==> config.mk <==
export PLATFORM = sky130hd
export DESIGN_NAME = damage_rect_to_byte_interval_flat
export DESIGN_NICKNAME = d
export VERILOG_FILES = /design/src/rtl/dri_pkg.sv /design/src/rtl/dri_in_if.sv /design/src/rtl/dri_out_if.sv /design/src/rtl/damage_rect_to_byte_interval.sv /design/src/rtl/dri_front.sv /design/src/rtl/dri_queue.sv /design/src/rtl/dri_back.sv /design/src/flat_wrapper.sv
export SDC_FILE = /design/constraint.sdc
export NUM_CORES = 2
export LEC_CHECK = 0
export ABC_CLOCK_PERIOD_IN_PS = 13000
export CAP_MARGIN = 10
export CELL_PAD_IN_SITES_DETAIL_PLACEMENT = 1
export CELL_PAD_IN_SITES_GLOBAL_PLACEMENT = 1
export CORE_MARGIN = 1
export CORE_UTILIZATION = 53
export CTS_BUF_LIST = sky130_fd_sc_hd__clkbuf_8
export CTS_CLUSTER_SIZE = 30
export DETAILED_ROUTE_END_ITERATION = 8
export DONT_BUFFER_PORTS = 1
export PLACE_DENSITY_LB_ADDON = 0.1
export SYNTH_ARGS = -nofsm -noshare
export SYNTH_HDL_FRONTEND = slang
export SYNTH_SLANG_ARGS = --single-unit
==> constraint.sdc <==
create_clock -name clk -period 13 [get_ports clk]
set_clock_uncertainty 0.15 [all_clocks]
set_input_delay 2.6 -clock clk [delete_from_list [all_inputs] [get_ports clk]]
set_output_delay 2.6 -clock clk [all_outputs]
set_load 0.02 [all_outputs]
==> src/rtl/dri_pkg.sv <==
// types, constants and helpers shared by the damage rectangle to byte interval block
`timescale 1ns / 1ps

package dri_pkg;

  localparam int DIM_W      = 14;
  localparam int STRIDE_W   = 16;
  localparam int OFS_W      = 31;
  localparam int BPP_W      = 3;
  localparam int XF_W       = 4;
  localparam int SCALE_W    = 4;
  localparam int OUT_W      = 32;
  localparam int CFG_IDX_W  = 3;
  localparam int CFG_DATA_W = 31;
  localparam int YP_W       = STRIDE_W + DIM_W;
  localparam int XP_W       = BPP_W + DIM_W;
  localparam int SUM_W      = OFS_W + 1;
  localparam int Q_DEPTH    = 2;
  localparam int Q_CNT_W    = 2;

  localparam logic [CFG_IDX_W-1:0] REG_BUFFER_WIDTH    = 3'd0;
  localparam logic [CFG_IDX_W-1:0] REG_BUFFER_HEIGHT   = 3'd1;
  localparam logic [CFG_IDX_W-1:0] REG_ROW_STRIDE      = 3'd2;
  localparam logic [CFG_IDX_W-1:0] REG_BASE_OFFSET     = 3'd3;
  localparam logic [CFG_IDX_W-1:0] REG_BYTES_PER_PIXEL = 3'd4;
  localparam logic [CFG_IDX_W-1:0] REG_TRANSFORM_CODE  = 3'd5;
  localparam logic [CFG_IDX_W-1:0] REG_SCALE_FACTOR    = 3'd6;

  localparam logic [31:0]      XFORM_MAGIC = 32'h1472_3650;
  localparam logic [OUT_W-1:0] INT32_MIN_C = 32'h8000_0000;
  localparam logic [OUT_W-1:0] INT32_MAX_C = 32'h7FFF_FFFF;
  localparam logic [OFS_W-1:0] OFS_MAX     = '1;
  localparam logic [BPP_W-1:0] BPP_MAX     = 3'd4;
  localparam logic [BPP_W-1:0] BPP_RESET   = 3'd4;
  localparam logic [SCALE_W-1:0] SCALE_RESET = 4'd1;

  typedef struct packed {
    logic [DIM_W-1:0]    buffer_width;
    logic [DIM_W-1:0]    buffer_height;
    logic [STRIDE_W-1:0] row_stride;
    logic [OFS_W-1:0]    base_offset;
    logic [BPP_W-1:0]    bytes_per_pixel;
    logic [XF_W-1:0]     transform_code;
    logic [SCALE_W-1:0]  scale_factor;
  } dri_cfg_t;

  // one classified, clipped rectangle
  typedef struct packed {
    logic [DIM_W-1:0] xl;
    logic [DIM_W-1:0] xh;
    logic [DIM_W-1:0] yl;
    logic [DIM_W-1:0] yh;
    logic             contrib;
    logic             last;
    logic             bpp_bad;
  } dri_entry_t;

  typedef struct packed {
    logic full;
    logic empty;
  } dri_qstat_t;

  // bit 0 axis exchange, bit 1 x reflection, bit 2 y reflection
  function automatic logic [2:0] xform_flags(input logic [2:0] code);
    logic [31:0] sh;
    sh = XFORM_MAGIC >> {code, 2'b00};
    return sh[2:0];
  endfunction

endpackage

==> src/rtl/dri_in_if.sv <==
// rectangle input channel
`timescale 1ns / 1ps

interface dri_in_if #(
  parameter int COORD_BITS = 16
);
  logic                         valid;
  logic                         ready;
  logic signed [COORD_BITS-1:0] rect_x;
  logic signed [COORD_BITS-1:0] rect_y;
  logic signed [COORD_BITS-1:0] rect_width;
  logic signed [COORD_BITS-1:0] rect_height;
  logic                         in_buffer_coords;
  logic                         last_rect;

  modport source (
    output valid, rect_x, rect_y, rect_width, rect_height, in_buffer_coords, last_rect,
    input  ready
  );
  modport sink (
    input  valid, rect_x, rect_y, rect_width, rect_height, in_buffer_coords, last_rect,
    output ready
  );
endinterface

==> src/rtl/dri_out_if.sv <==
// byte interval result channel
`timescale 1ns / 1ps

interface dri_out_if;
  logic               valid;
  logic               ready;
  logic signed [31:0] interval_low;
  logic signed [31:0] interval_high;
  logic               interval_empty;
  logic               whole_buffer;

  modport source (
    output valid, interval_low, interval_high, interval_empty, whole_buffer,
    input  ready
  );
  modport sink (
    input  valid, interval_low, interval_high, interval_empty, whole_buffer,
    output ready
  );
endinterface

==> src/rtl/damage_rect_to_byte_interval.sv <==
// top level: configuration registers, front end, queue and back end
`timescale 1ns / 1ps

// Takes one damage rectangle per clock and reports, on the rectangle marked last,
// the byte interval of the buffer that the commit touched. Sustained rate is one
// rectangle per cycle unless a result waits: the front end scales, transforms and
// clips in the cycle of acceptance, and the back end's product stage and min/max
// stage each take one item per cycle. A result goes from the queue through the
// product stage into the output register; a waiting result holds back the next
// last rectangle and all behind it. Input ready drops only when the two-entry
// queue between front and back end is full. The user must write configuration
// registers via the cfg port with no commit in flight; the block does not check.

module damage_rect_to_byte_interval #(
  parameter int COORD_BITS = 16
) (
  input  logic                                 clk,
  input  logic                                 rst_n,
  dri_in_if.sink                               in_rect,
  dri_out_if.source                            out_intv,
  input  logic                                 cfg_wr_en,
  input  logic [dri_pkg::CFG_IDX_W-1:0]        cfg_index,
  input  logic [dri_pkg::CFG_DATA_W-1:0]       cfg_data
);

  dri_pkg::dri_cfg_t   cfg_r;
  dri_pkg::dri_entry_t f_entry, q_entry;
  dri_pkg::dri_qstat_t q_stat;
  logic                f_push, b_pop;

  always_ff @(posedge clk) begin
    if (!rst_n) begin
      cfg_r.buffer_width    <= '0;
      cfg_r.buffer_height   <= '0;
      cfg_r.row_stride      <= '0;
      cfg_r.base_offset     <= '0;
      cfg_r.bytes_per_pixel <= dri_pkg::BPP_RESET;
      cfg_r.transform_code  <= '0;
      cfg_r.scale_factor    <= dri_pkg::SCALE_RESET;
    end else if (cfg_wr_en) begin
      case (cfg_index)
        dri_pkg::REG_BUFFER_WIDTH:    cfg_r.buffer_width    <= cfg_data[dri_pkg::DIM_W-1:0];
        dri_pkg::REG_BUFFER_HEIGHT:   cfg_r.buffer_height   <= cfg_data[dri_pkg::DIM_W-1:0];
        dri_pkg::REG_ROW_STRIDE:      cfg_r.row_stride      <= cfg_data[dri_pkg::STRIDE_W-1:0];
        dri_pkg::REG_BASE_OFFSET:     cfg_r.base_offset     <= cfg_data[dri_pkg::OFS_W-1:0];
        dri_pkg::REG_BYTES_PER_PIXEL: cfg_r.bytes_per_pixel <= cfg_data[dri_pkg::BPP_W-1:0];
        dri_pkg::REG_TRANSFORM_CODE:  cfg_r.transform_code  <= cfg_data[dri_pkg::XF_W-1:0];
        dri_pkg::REG_SCALE_FACTOR:    cfg_r.scale_factor    <= cfg_data[dri_pkg::SCALE_W-1:0];
        default: begin
        end
      endcase
    end
  end

  dri_front #(
    .COORD_BITS (COORD_BITS)
  ) u_front (
    .in_rect (in_rect),
    .cfg     (cfg_r),
    .q_full  (q_stat.full),
    .q_push  (f_push),
    .q_data  (f_entry)
  );

  dri_queue u_queue (
    .clk     (clk),
    .rst_n   (rst_n),
    .push    (f_push),
    .wr_data (f_entry),
    .pop     (b_pop),
    .rd_data (q_entry),
    .status  (q_stat)
  );

  dri_back u_back (
    .clk      (clk),
    .rst_n    (rst_n),
    .cfg      (cfg_r),
    .q_valid  (!q_stat.empty),
    .q_data   (q_entry),
    .q_pop    (b_pop),
    .out_intv (out_intv)
  );

  // an accepted item is in the queue at the next edge
  a_accept_lands: assert property (@(posedge clk) disable iff (!rst_n)
    in_rect.valid && in_rect.ready |=> !q_stat.empty)
    else $error("accepted item missing from queue");

  // the queue never pops while empty
  a_no_pop_empty: assert property (@(posedge clk) disable iff (!rst_n)
    q_stat.empty |-> !b_pop)
    else $error("pop from empty queue");

  // empty and whole-buffer marks are exclusive
  a_marks_exclusive: assert property (@(posedge clk) disable iff (!rst_n)
    out_intv.valid |-> !(out_intv.interval_empty && out_intv.whole_buffer))
    else $error("empty and whole-buffer both set");

  // an ordinary interval never has a negative low end
  a_low_nonneg: assert property (@(posedge clk) disable iff (!rst_n)
    out_intv.valid && !out_intv.whole_buffer |-> !out_intv.interval_low[31])
    else $error("negative interval low without whole-buffer mark");

endmodule

==> src/rtl/dri_front.sv <==
// front end: scales, transforms, clips and classifies each rectangle
`timescale 1ns / 1ps

module dri_front #(
  parameter int COORD_BITS = 16
) (
  dri_in_if.sink                  in_rect,
  input  dri_pkg::dri_cfg_t       cfg,
  input  logic                    q_full,
  output logic                    q_push,
  output dri_pkg::dri_entry_t     q_data
);

  // room for a scaled end corner reflected against a full-size buffer edge
  localparam int SW = (COORD_BITS + 6 > 16) ? COORD_BITS + 6 : 16;
  localparam int DW = dri_pkg::DIM_W;

  function automatic logic [DW-1:0] clip_dim(input logic signed [SW-1:0] v,
                                             input logic [DW-1:0] lim);
    logic signed [SW-1:0] lim_s;
    lim_s = $signed({{(SW-DW){1'b0}}, lim});
    if (v[SW-1]) begin
      clip_dim = '0;
    end else if (v > lim_s) begin
      clip_dim = lim;
    end else begin
      clip_dim = v[DW-1:0];
    end
  endfunction

  logic signed [SW-1:0] xe, ye, we, he, x_end, y_end, scl;
  logic signed [SW-1:0] bw_s, bh_s, ew, eh;
  logic signed [SW-1:0] ax0, axh0, ay0, ayh0, ax1, axh1, ay1, ayh1;
  logic signed [SW-1:0] xl_s, xh_s, yl_s, yh_s;
  logic [2:0]           flags;
  logic                 bpp_ok;

  assign in_rect.ready = !q_full;
  assign q_push        = in_rect.valid && !q_full;

  always_comb begin
    xe    = {{(SW-COORD_BITS){in_rect.rect_x[COORD_BITS-1]}}, in_rect.rect_x};
    ye    = {{(SW-COORD_BITS){in_rect.rect_y[COORD_BITS-1]}}, in_rect.rect_y};
    we    = {{(SW-COORD_BITS){in_rect.rect_width[COORD_BITS-1]}}, in_rect.rect_width};
    he    = {{(SW-COORD_BITS){in_rect.rect_height[COORD_BITS-1]}}, in_rect.rect_height};
    x_end = xe + we;
    y_end = ye + he;
    scl   = $signed({{(SW-dri_pkg::SCALE_W){1'b0}}, cfg.scale_factor});
    bw_s  = $signed({{(SW-DW){1'b0}}, cfg.buffer_width});
    bh_s  = $signed({{(SW-DW){1'b0}}, cfg.buffer_height});
    flags = dri_pkg::xform_flags(cfg.transform_code[2:0]);

    ew = flags[0] ? bh_s : bw_s;
    eh = flags[0] ? bw_s : bh_s;

    ax0  = xe * scl;
    axh0 = x_end * scl;
    ay0  = ye * scl;
    ayh0 = y_end * scl;

    // reflection maps [a, b) to [e - b, e - a)
    if (flags[1]) begin
      ax1  = ew - axh0;
      axh1 = ew - ax0;
    end else begin
      ax1  = ax0;
      axh1 = axh0;
    end
    if (flags[2]) begin
      ay1  = eh - ayh0;
      ayh1 = eh - ay0;
    end else begin
      ay1  = ay0;
      ayh1 = ayh0;
    end

    if (in_rect.in_buffer_coords) begin
      xl_s = xe;
      xh_s = x_end;
      yl_s = ye;
      yh_s = y_end;
    end else if (flags[0]) begin
      xl_s = ay1;
      xh_s = ayh1;
      yl_s = ax1;
      yh_s = axh1;
    end else begin
      xl_s = ax1;
      xh_s = axh1;
      yl_s = ay1;
      yh_s = ayh1;
    end

    bpp_ok = (cfg.bytes_per_pixel != '0) && (cfg.bytes_per_pixel <= dri_pkg::BPP_MAX);

    q_data.xl      = clip_dim(xl_s, cfg.buffer_width);
    q_data.xh      = clip_dim(xh_s, cfg.buffer_width);
    q_data.yl      = clip_dim(yl_s, cfg.buffer_height);
    q_data.yh      = clip_dim(yh_s, cfg.buffer_height);
    q_data.contrib = bpp_ok && (cfg.scale_factor != '0) && !cfg.transform_code[3];
    q_data.last    = in_rect.last_rect;
    q_data.bpp_bad = !bpp_ok;
  end

endmodule

==> src/rtl/dri_queue.sv <==
// two-entry queue between front end and back end
`timescale 1ns / 1ps

module dri_queue (
  input  logic                clk,
  input  logic                rst_n,
  input  logic                push,
  input  dri_pkg::dri_entry_t wr_data,
  input  logic                pop,
  output dri_pkg::dri_entry_t rd_data,
  output dri_pkg::dri_qstat_t status
);

  dri_pkg::dri_entry_t         mem_r [dri_pkg::Q_DEPTH];
  logic                        wr_ptr_r;
  logic                        rd_ptr_r;
  logic [dri_pkg::Q_CNT_W-1:0] count_r;
  logic [dri_pkg::Q_CNT_W-1:0] count_nxt;

  assign count_nxt    = count_r + {{(dri_pkg::Q_CNT_W-1){1'b0}}, push}
                                - {{(dri_pkg::Q_CNT_W-1){1'b0}}, pop};
  assign rd_data      = mem_r[rd_ptr_r];
  assign status.full  = (count_r == dri_pkg::Q_CNT_W'(dri_pkg::Q_DEPTH));
  assign status.empty = (count_r == '0);

  always_ff @(posedge clk) begin
    if (!rst_n) begin
      wr_ptr_r <= 1'b0;
      rd_ptr_r <= 1'b0;
      count_r  <= '0;
    end else begin
      if (push) begin
        wr_ptr_r <= ~wr_ptr_r;
      end
      if (pop) begin
        rd_ptr_r <= ~rd_ptr_r;
      end
      count_r <= count_nxt;
    end
  end

  always_ff @(posedge clk) begin
    if (push) begin
      mem_r[wr_ptr_r] <= wr_data;
    end
  end

endmodule

==> src/rtl/dri_back.sv <==
// back end: byte offsets, running min/max and the result register
`timescale 1ns / 1ps

module dri_back (
  input  logic                clk,
  input  logic                rst_n,
  input  dri_pkg::dri_cfg_t   cfg,
  input  logic                q_valid,
  input  dri_pkg::dri_entry_t q_data,
  output logic                q_pop,
  dri_out_if.source           out_intv
);

  localparam int XP_W  = dri_pkg::XP_W;
  localparam int YP_W  = dri_pkg::YP_W;
  localparam int OFS_W = dri_pkg::OFS_W;
  localparam int SUM_W = dri_pkg::SUM_W;
  localparam int DW    = dri_pkg::DIM_W;

  // product stage
  logic            m_valid_r;
  logic [XP_W-1:0] m_xlp_r, m_xhp_r;
  logic [YP_W-1:0] m_ylp_r, m_yhp_r;
  logic            m_contrib_r, m_last_r, m_bpp_bad_r;

  // running state
  logic [OFS_W-1:0] run_low_r, run_low_nxt;
  logic [OFS_W-1:0] run_high_r, run_high_nxt;
  logic             any_r, any_nxt;

  // result register
  logic                     out_valid_r;
  logic [dri_pkg::OUT_W-1:0] out_low_r, out_high_r;
  logic                     out_empty_r, out_whole_r;

  logic [SUM_W-1:0] lo_sum, hi_sum;
  logic [OFS_W-1:0] lo_sat, hi_sat;
  logic             a_go, m_load;

  // non-last items only touch the running state, so they pass a full result register
  assign a_go   = m_valid_r && (!m_last_r || !out_valid_r || out_intv.ready);
  assign m_load = !m_valid_r || a_go;
  assign q_pop  = q_valid && m_load;

  always_ff @(posedge clk) begin
    if (!rst_n) begin
      m_valid_r <= 1'b0;
    end else if (m_load) begin
      m_valid_r <= q_valid;
    end
  end

  always_ff @(posedge clk) begin
    if (q_pop) begin
      m_xlp_r     <= {{DW{1'b0}}, cfg.bytes_per_pixel} * {{dri_pkg::BPP_W{1'b0}}, q_data.xl};
      m_xhp_r     <= {{DW{1'b0}}, cfg.bytes_per_pixel} * {{dri_pkg::BPP_W{1'b0}}, q_data.xh};
      m_ylp_r     <= {{DW{1'b0}}, cfg.row_stride} * {{dri_pkg::STRIDE_W{1'b0}}, q_data.yl};
      m_yhp_r     <= {{DW{1'b0}}, cfg.row_stride} * {{dri_pkg::STRIDE_W{1'b0}}, q_data.yh};
      m_contrib_r <= q_data.contrib;
      m_last_r    <= q_data.last;
      m_bpp_bad_r <= q_data.bpp_bad;
    end
  end

  always_comb begin
    lo_sum = {1'b0, cfg.base_offset} + {{(SUM_W-YP_W){1'b0}}, m_ylp_r}
                                     + {{(SUM_W-XP_W){1'b0}}, m_xlp_r};
    hi_sum = {1'b0, cfg.base_offset} + {{(SUM_W-YP_W){1'b0}}, m_yhp_r}
                                     + {{(SUM_W-XP_W){1'b0}}, m_xhp_r};
    // saturate offsets past the signed 32-bit range
    lo_sat = lo_sum[SUM_W-1] ? dri_pkg::OFS_MAX : lo_sum[OFS_W-1:0];
    hi_sat = hi_sum[SUM_W-1] ? dri_pkg::OFS_MAX : hi_sum[OFS_W-1:0];

    run_low_nxt  = (m_contrib_r && (lo_sat < run_low_r)) ? lo_sat : run_low_r;
    run_high_nxt = (m_contrib_r && (hi_sat > run_high_r)) ? hi_sat : run_high_r;
    any_nxt      = any_r || m_contrib_r;
  end

  always_ff @(posedge clk) begin
    if (!rst_n) begin
      run_low_r  <= dri_pkg::OFS_MAX;
      run_high_r <= '0;
      any_r      <= 1'b0;
    end else if (a_go) begin
      if (m_last_r) begin
        run_low_r  <= dri_pkg::OFS_MAX;
        run_high_r <= '0;
        any_r      <= 1'b0;
      end else begin
        run_low_r  <= run_low_nxt;
        run_high_r <= run_high_nxt;
        any_r      <= any_nxt;
      end
    end
  end

  always_ff @(posedge clk) begin
    if (!rst_n) begin
      out_valid_r <= 1'b0;
    end else if (a_go && m_last_r) begin
      out_valid_r <= 1'b1;
    end else if (out_intv.ready) begin
      out_valid_r <= 1'b0;
    end
  end

  always_ff @(posedge clk) begin
    if (a_go && m_last_r) begin
      if (m_bpp_bad_r) begin
        out_low_r   <= dri_pkg::INT32_MIN_C;
        out_high_r  <= dri_pkg::INT32_MAX_C;
        out_empty_r <= 1'b0;
        out_whole_r <= 1'b1;
      end else if (!any_nxt) begin
        out_low_r   <= '0;
        out_high_r  <= '0;
        out_empty_r <= 1'b1;
        out_whole_r <= 1'b0;
      end else begin
        out_low_r   <= {1'b0, run_low_nxt};
        out_high_r  <= {1'b0, run_high_nxt};
        out_empty_r <= 1'b0;
        out_whole_r <= 1'b0;
      end
    end
  end

  assign out_intv.valid          = out_valid_r;
  assign out_intv.interval_low   = $signed(out_low_r);
  assign out_intv.interval_high  = $signed(out_high_r);
  assign out_intv.interval_empty = out_empty_r;
  assign out_intv.whole_buffer   = out_whole_r;

endmodule
==> src/flat_wrapper.sv <==
// flat-port wrapper written by rule: the top's interface ports become plain ports
module damage_rect_to_byte_interval_flat 
#(
  parameter int COORD_BITS = 16
)
  (clk, rst_n, cfg_wr_en, cfg_index, cfg_data, in_rect_valid, in_rect_rect_x, in_rect_rect_y, in_rect_rect_width, in_rect_rect_height, in_rect_in_buffer_coords, in_rect_last_rect, in_rect_ready, out_intv_valid, out_intv_interval_low, out_intv_interval_high, out_intv_interval_empty, out_intv_whole_buffer, out_intv_ready);
  dri_in_if #(.COORD_BITS(COORD_BITS)) in_rect_i ();
  dri_out_if out_intv_i ();
  input  logic clk;
  input  logic rst_n;
  input  logic cfg_wr_en;
  input  logic [dri_pkg::CFG_IDX_W-1:0] cfg_index;
  input  logic [dri_pkg::CFG_DATA_W-1:0] cfg_data;
  input wire logic [$bits(in_rect_i.valid)-1:0] in_rect_valid;
  input wire logic [$bits(in_rect_i.rect_x)-1:0] in_rect_rect_x;
  input wire logic [$bits(in_rect_i.rect_y)-1:0] in_rect_rect_y;
  input wire logic [$bits(in_rect_i.rect_width)-1:0] in_rect_rect_width;
  input wire logic [$bits(in_rect_i.rect_height)-1:0] in_rect_rect_height;
  input wire logic [$bits(in_rect_i.in_buffer_coords)-1:0] in_rect_in_buffer_coords;
  input wire logic [$bits(in_rect_i.last_rect)-1:0] in_rect_last_rect;
  output wire logic [$bits(in_rect_i.ready)-1:0] in_rect_ready;
  output wire logic [$bits(out_intv_i.valid)-1:0] out_intv_valid;
  output wire logic [$bits(out_intv_i.interval_low)-1:0] out_intv_interval_low;
  output wire logic [$bits(out_intv_i.interval_high)-1:0] out_intv_interval_high;
  output wire logic [$bits(out_intv_i.interval_empty)-1:0] out_intv_interval_empty;
  output wire logic [$bits(out_intv_i.whole_buffer)-1:0] out_intv_whole_buffer;
  input wire logic [$bits(out_intv_i.ready)-1:0] out_intv_ready;
  assign in_rect_i.valid = in_rect_valid;
  assign in_rect_i.rect_x = in_rect_rect_x;
  assign in_rect_i.rect_y = in_rect_rect_y;
  assign in_rect_i.rect_width = in_rect_rect_width;
  assign in_rect_i.rect_height = in_rect_rect_height;
  assign in_rect_i.in_buffer_coords = in_rect_in_buffer_coords;
  assign in_rect_i.last_rect = in_rect_last_rect;
  assign in_rect_ready = in_rect_i.ready;
  assign out_intv_valid = out_intv_i.valid;
  assign out_intv_interval_low = out_intv_i.interval_low;
  assign out_intv_interval_high = out_intv_i.interval_high;
  assign out_intv_interval_empty = out_intv_i.interval_empty;
  assign out_intv_whole_buffer = out_intv_i.whole_buffer;
  assign out_intv_i.ready = out_intv_ready;
  damage_rect_to_byte_interval #(.COORD_BITS(COORD_BITS)) u_core (.clk(clk), .rst_n(rst_n), .in_rect(in_rect_i), .out_intv(out_intv_i), .cfg_wr_en(cfg_wr_en), .cfg_index(cfg_index), .cfg_data(cfg_data));
endmodule
# Word-level counts from Yosys, hierarchy flattened
# Memories as Yosys holds them, arrays and structs flattened. A register that Yosys moved wholly into a read port is not among the register bits.
# Index checks and enable logic that the tools add are counted.
# word_totals
register_bits	318
mem_count	1
ram_bits	118
# op_classes
n_shift	1
order_cmp	7
muxes	38
n_eq_ne	7
n_reduce_logical	33
n_bitwise	3
n_addsub	12
multipliers	8
# memory_table
name	words	width	read_ports	rd_clocked_by_memory_dff	write_ports	line	text
u_core.u_queue.mem_r	2	59	1	1	1	dri_queue.sv:14	dri_pkg::dri_entry_t mem_r [dri_pkg::Q_DEPTH];
# ops
op	n
$mux 22	12
$mux 31	7
$mux 14	10
$gt 22x15->1	4
$add 31x30->32	2
$add 32x17->32	2
$mul 16x14->30	2
$mul 17x5->22	2
$sub 15x21->22	2
$sub 15x22->22	2
$mul 16x5->21	2
$add 16x16->17	2
$mul 3x14->17	2
$gt 31x31->1	1
$lt 31x31->1	1
$shr 29x5->3 const A	1
$reduce_and 2->1	7
$eq 3x3->1 const B	3
$logic_and 1x1->1	9
$mux 1	9
$logic_not 1->1	7
$eq 3x2->1 const B	2
$logic_or 1x1->1	4
$reduce_bool 4->1	1
other kinds (11)	13

# Depth between registers and ports, before layout
# depth
depth_word	9
mapped_depth	38

# Hierarchy
# Synthesis repeated with hierarchy kept, for this count alone.
# unflattened
cells_unflattened	6528
area_unflattened_um2	57890.5
# modules_own_cells
module	n_inst	cells_per_inst	area_per_inst_um2
dri_back	1	3328	30561.8
dri_front	1	2673	19582.5
dri_queue	1	205	4528.1
damage_rect_to_byte_interval	1	322	3218.1

# Worst setup path before layout
# Ideal clock, no wire load.
# synth_timing
kind	input-to-reg
startpoint	input in_rect_rect_height[0]
endpoint	memory u_core.u_queue.mem_r[0][49] (netlist bit) (data pin)
required_ns	12.588
arrival_time_ns	9.569
path_stages	37
setup_ns	0.262
slack_ns	3.019
cell_sequence	ha_1 > inv_1 > fa_1 > nor2b_1 > o21a_1 > nor2_1 > xnor2_1 > and2_1 > ha_1 > fa_1 > inv_1 > fa_1 > inv_1 > ha_1 > o21a_1 > o21a_1 > o22ai_1 > xnor2_1 > ha_1 > clkbuf_1 > a21o_1 > a31oi_1 > o21ai_0 > a21o_1 > a21oi_1 > xnor2_1 > nand2_1 > o211ai_1 > o21a_1 > ha_1 > and2_0 > nand4b_1 > or4_1 > a21oi_1 > o21ai_4 > buf_12 > mux2_4
# synth_lines
item	line	text
from (decl)	flat_wrapper.sv:18	input wire logic [$bits(in_rect_i.rect_height)-1:0] in_rect_rect_height;
to (decl)	dri_queue.sv:14	

==> metrics.txt <==
status=completed; Slew Limit Fails=0; Nets=7705; Core Box Area=0.107 mm^2; TritonRoute pass-1 iters=5; Starting Density=0.535; Port Buffer Count=0; Yosys top cell by area=fa_1; Top delay family on crit path=compound AO/OA/AOI/OAI gates; die span in y=331 um; Final Critical Period=10440 ps; Rel. slew slack=0.154; Post-synth EDFFs=280; multi-input logic area=0.0417 mm^2; Mapped Cells=6499; Register Area=0.0115 mm^2; ratio of cells with drive above 1 in the final layout=0.0542; area grow syn2layout=5.30%; fill count=12.6k; Async S/R FF share, synth=0; CP Max Fanout=14; boundary pin count=173; GR Util All Layers=0.351; period utilization=0.803; largest net degree at the start of global routing=97; Power Total=0.00822 W; slowest stage cell, crit path=o21a_1; Fin Setup TNS=0 ps; die width=331 um; clock-pin slew on the worst setup and hold paths=60 ps; leakage power=28.0 nW; number of cells on the critical path=35; Crit. End Element=register; Mapped Nets=7815; synth unique cells=106; final RePlAce weighted congestion=0.989; Main synth FF type=edfxtp_1; Seq cells post-synth=436; Worst Tran Pin Value=1260 ps; setup repair bufs after CTS=0; crit path DAT=10630 ps; CP startpoint kind=input pin; Synthesis Warnings=0; # H-tree levels=3; Final setup viols=0; top cells by area, synth=fa_1 (19%), ha_1 (15%), edfxtp_1 (15%), nand2_1 (5.7%), dfxtp_1 (5.5%); Hold WC Path Type=register to register; Final Hold Fails=0; crit-path max cell delay=810 ps; RSZ-0062 raised after global routing=false; Post-Syn Area=0.0573 mm^2; VDD IR max=0.000124 V; post-DP HPWL=153 mm; vias in the first global route=50.2k; die area=0.109 mm^2; Initial DRC Count=2517; Syn Area/Cell=8.82 um^2; number of remaining DRC errors=0; post-CTS sizing=0; global route overflow=0; CP Data Required Time=13200 ps; CTS tree=built; CP Class=input pin to register; register area share after synthesis=0.201; Root Driver=clkbuf_8; first-pass GRT wire length=293 mm; final antenna-violating net count=0; top cell type's share of synthesized area=0.187; worst-case clock buffer depth=3; Max Cap Viol=0; DR vias=47.2k; FF-to-FF path depth=32; hold buffers post-CTS=0; WP buf/inv=3; CTS Buf Count=78; initial antenna violation count=6; pwr dens=136 mW/mm^2; Worst Hold Depth=2; f_max=95.8 MHz; final WL=192 mm; Worst-Skew Late Latency=680 ps; clock sink count=436; wire per inst=24.5 um; detailed-route vias per instance=6.01; row count=120
==> Yosys cell counts (7+ instances only) <==
cell / count
nand4_1: 36
nor2_1: 304
and3_1: 25
a31oi_1: 35
or2_2: 13
a31o_2: 9
nand2_1: 873
a21o_1: 118
a211oi_1: 30
a211o_1: 20
o21ai_1: 9
clkbuf_1: 223
nor4_1: 12
and2_1: 273
nor3_1: 73
o31ai_1: 27
nor2b_1: 223
o21ai_0: 267
mux2_2: 85
nand2b_1: 81
xnor2_1: 155
fa_1: 534
and2_0: 8
ha_1: 677
o21a_1: 93
o211a_1: 7
edfxtp_1: 280
nand3_1: 61
dfxtp_1: 156
inv_1: 819
o21bai_1: 43
a311oi_1: 28
buf_2: 9
a22o_1: 32
o211ai_1: 66
o31a_1: 7
and4_1: 11
a21boi_0: 87
buf_1: 23
xor2_1: 90
or3_1: 19
mux2i_1: 92
a21oi_1: 326
==> final cells by class <==
cell class,count,area share
clock inverter,53,0.00674
clock buffer,91,0.0208
sequential,436,0.191
antenna,1,0.0000415
tap,1403,0.0291
inverter,821,0.0511
multi-input combinational,4981,0.692
timing repair buffer,71,0.00915
==> metal layers <==
| layer | wire [um] | GRT usage | share of wire |
|---|---|---|---|
| met2 | 95000 | 0.612 | 0.49 |
| met5 | 15 | 0 | 0.000078 |
| met3 | 9020 | 0.0468 | 0.047 |
| met4 | 12600 | 0.207 | 0.065 |
| met1 | 75800 | 0.412 | 0.39 |
==> registers in the layout, summed over array words and instances, names as in the netlist, 2 cells and up, named ones only <==
| signal | flops |
|---|---|
| u_core.cfg_r | 86 |
| u_core.u_back.run_high_r | 31 |
| u_core.u_back.m_yhp_r | 30 |
| u_core.u_queue.count_r | 2 |
| u_core.u_back.m_ylp_r | 30 |
| u_core.u_back.run_low_r | 31 |
| u_core.u_back.out_intv.interval_low | 32 |
| u_core.u_back.out_intv.interval_high | 31 |
| u_core.u_back.m_xhp_r | 17 |
| u_core.u_back.m_xlp_r | 17 |
| u_core.u_queue.mem_r | 118 |
==> tightest hold or removal path: stages (launching register included) <==
cell and delay (ps):
dfxtp_1 310, nand2_1 50, a21boi_0 60
==> where the power goes <==
part	total, W	internal (W)	switching [W]
sequential	0.00214	0.00189	0.000250
clock	0.00138	0.000748	0.000634
combinational	0.00469	0.00167	0.00302
==> layout by cell type, fill, tap and decap left out, drive strengths merged, types with 19 or more instances in the layout <==
cell	instances
nand2	873
inv	849
ha	677
fa	534
a21oi	326
nor2	304
and2	281
edfxtp	280
o21ai	279
nor2b	223
xnor2	156
dfxtp	156
a21o	118
o21a	93
mux2i	92
clkbuf	91
xor2	91
a21boi	88
mux2	88
nand2b	81
nor3	74
buf	71
o211ai	68
nand3	62
o21bai	43
nand4	37
a31oi	35
a22o	32
a211oi	31
a311oi	31
o31ai	28
and3	25
a211o	20
or3	19
clkinv	19
==> cell families after synthesis <==
logic type,share of synthesized area
mux,0.0336
compound gates,0.149
fa+ha+maj,0.334
other cells,0.0000654
buf+inv,0.0719
simple gates,0.171
xor+xnor,0.0384
flops,0.201
==> per-stage QoR <==
step	hold slack [ps]	worst slack [ps]	util	cell area [um^2]	instances
3_3_place_gp	299	2260	0.548	58600	7709
6_report	316	2560	0.564	60300	7857
5_1_grt	330	2130	0.564	60300	7857
4_1_cts	318	2720	0.563	60300	7853
2_1_floorplan	293	3020	-	57300	6499
3_5_place_dp	310	2050	0.548	58600	7709
==> path summary, 6_finish.rpt <==
path,from,end,slack (ps)
setup / recovery,in_rect_rect_height[0],u_core.u_queue.mem_r[0][27],2560
hold / removal,u_core.cfg_r[49],u_core.cfg_r[49],320
setup reg to reg,u_core.cfg_r[2],u_core.u_queue.mem_r[1][6],4040
hold reg to reg,u_core.cfg_r[49],u_core.cfg_r[49],320
(Power assumes the default switching activity.)
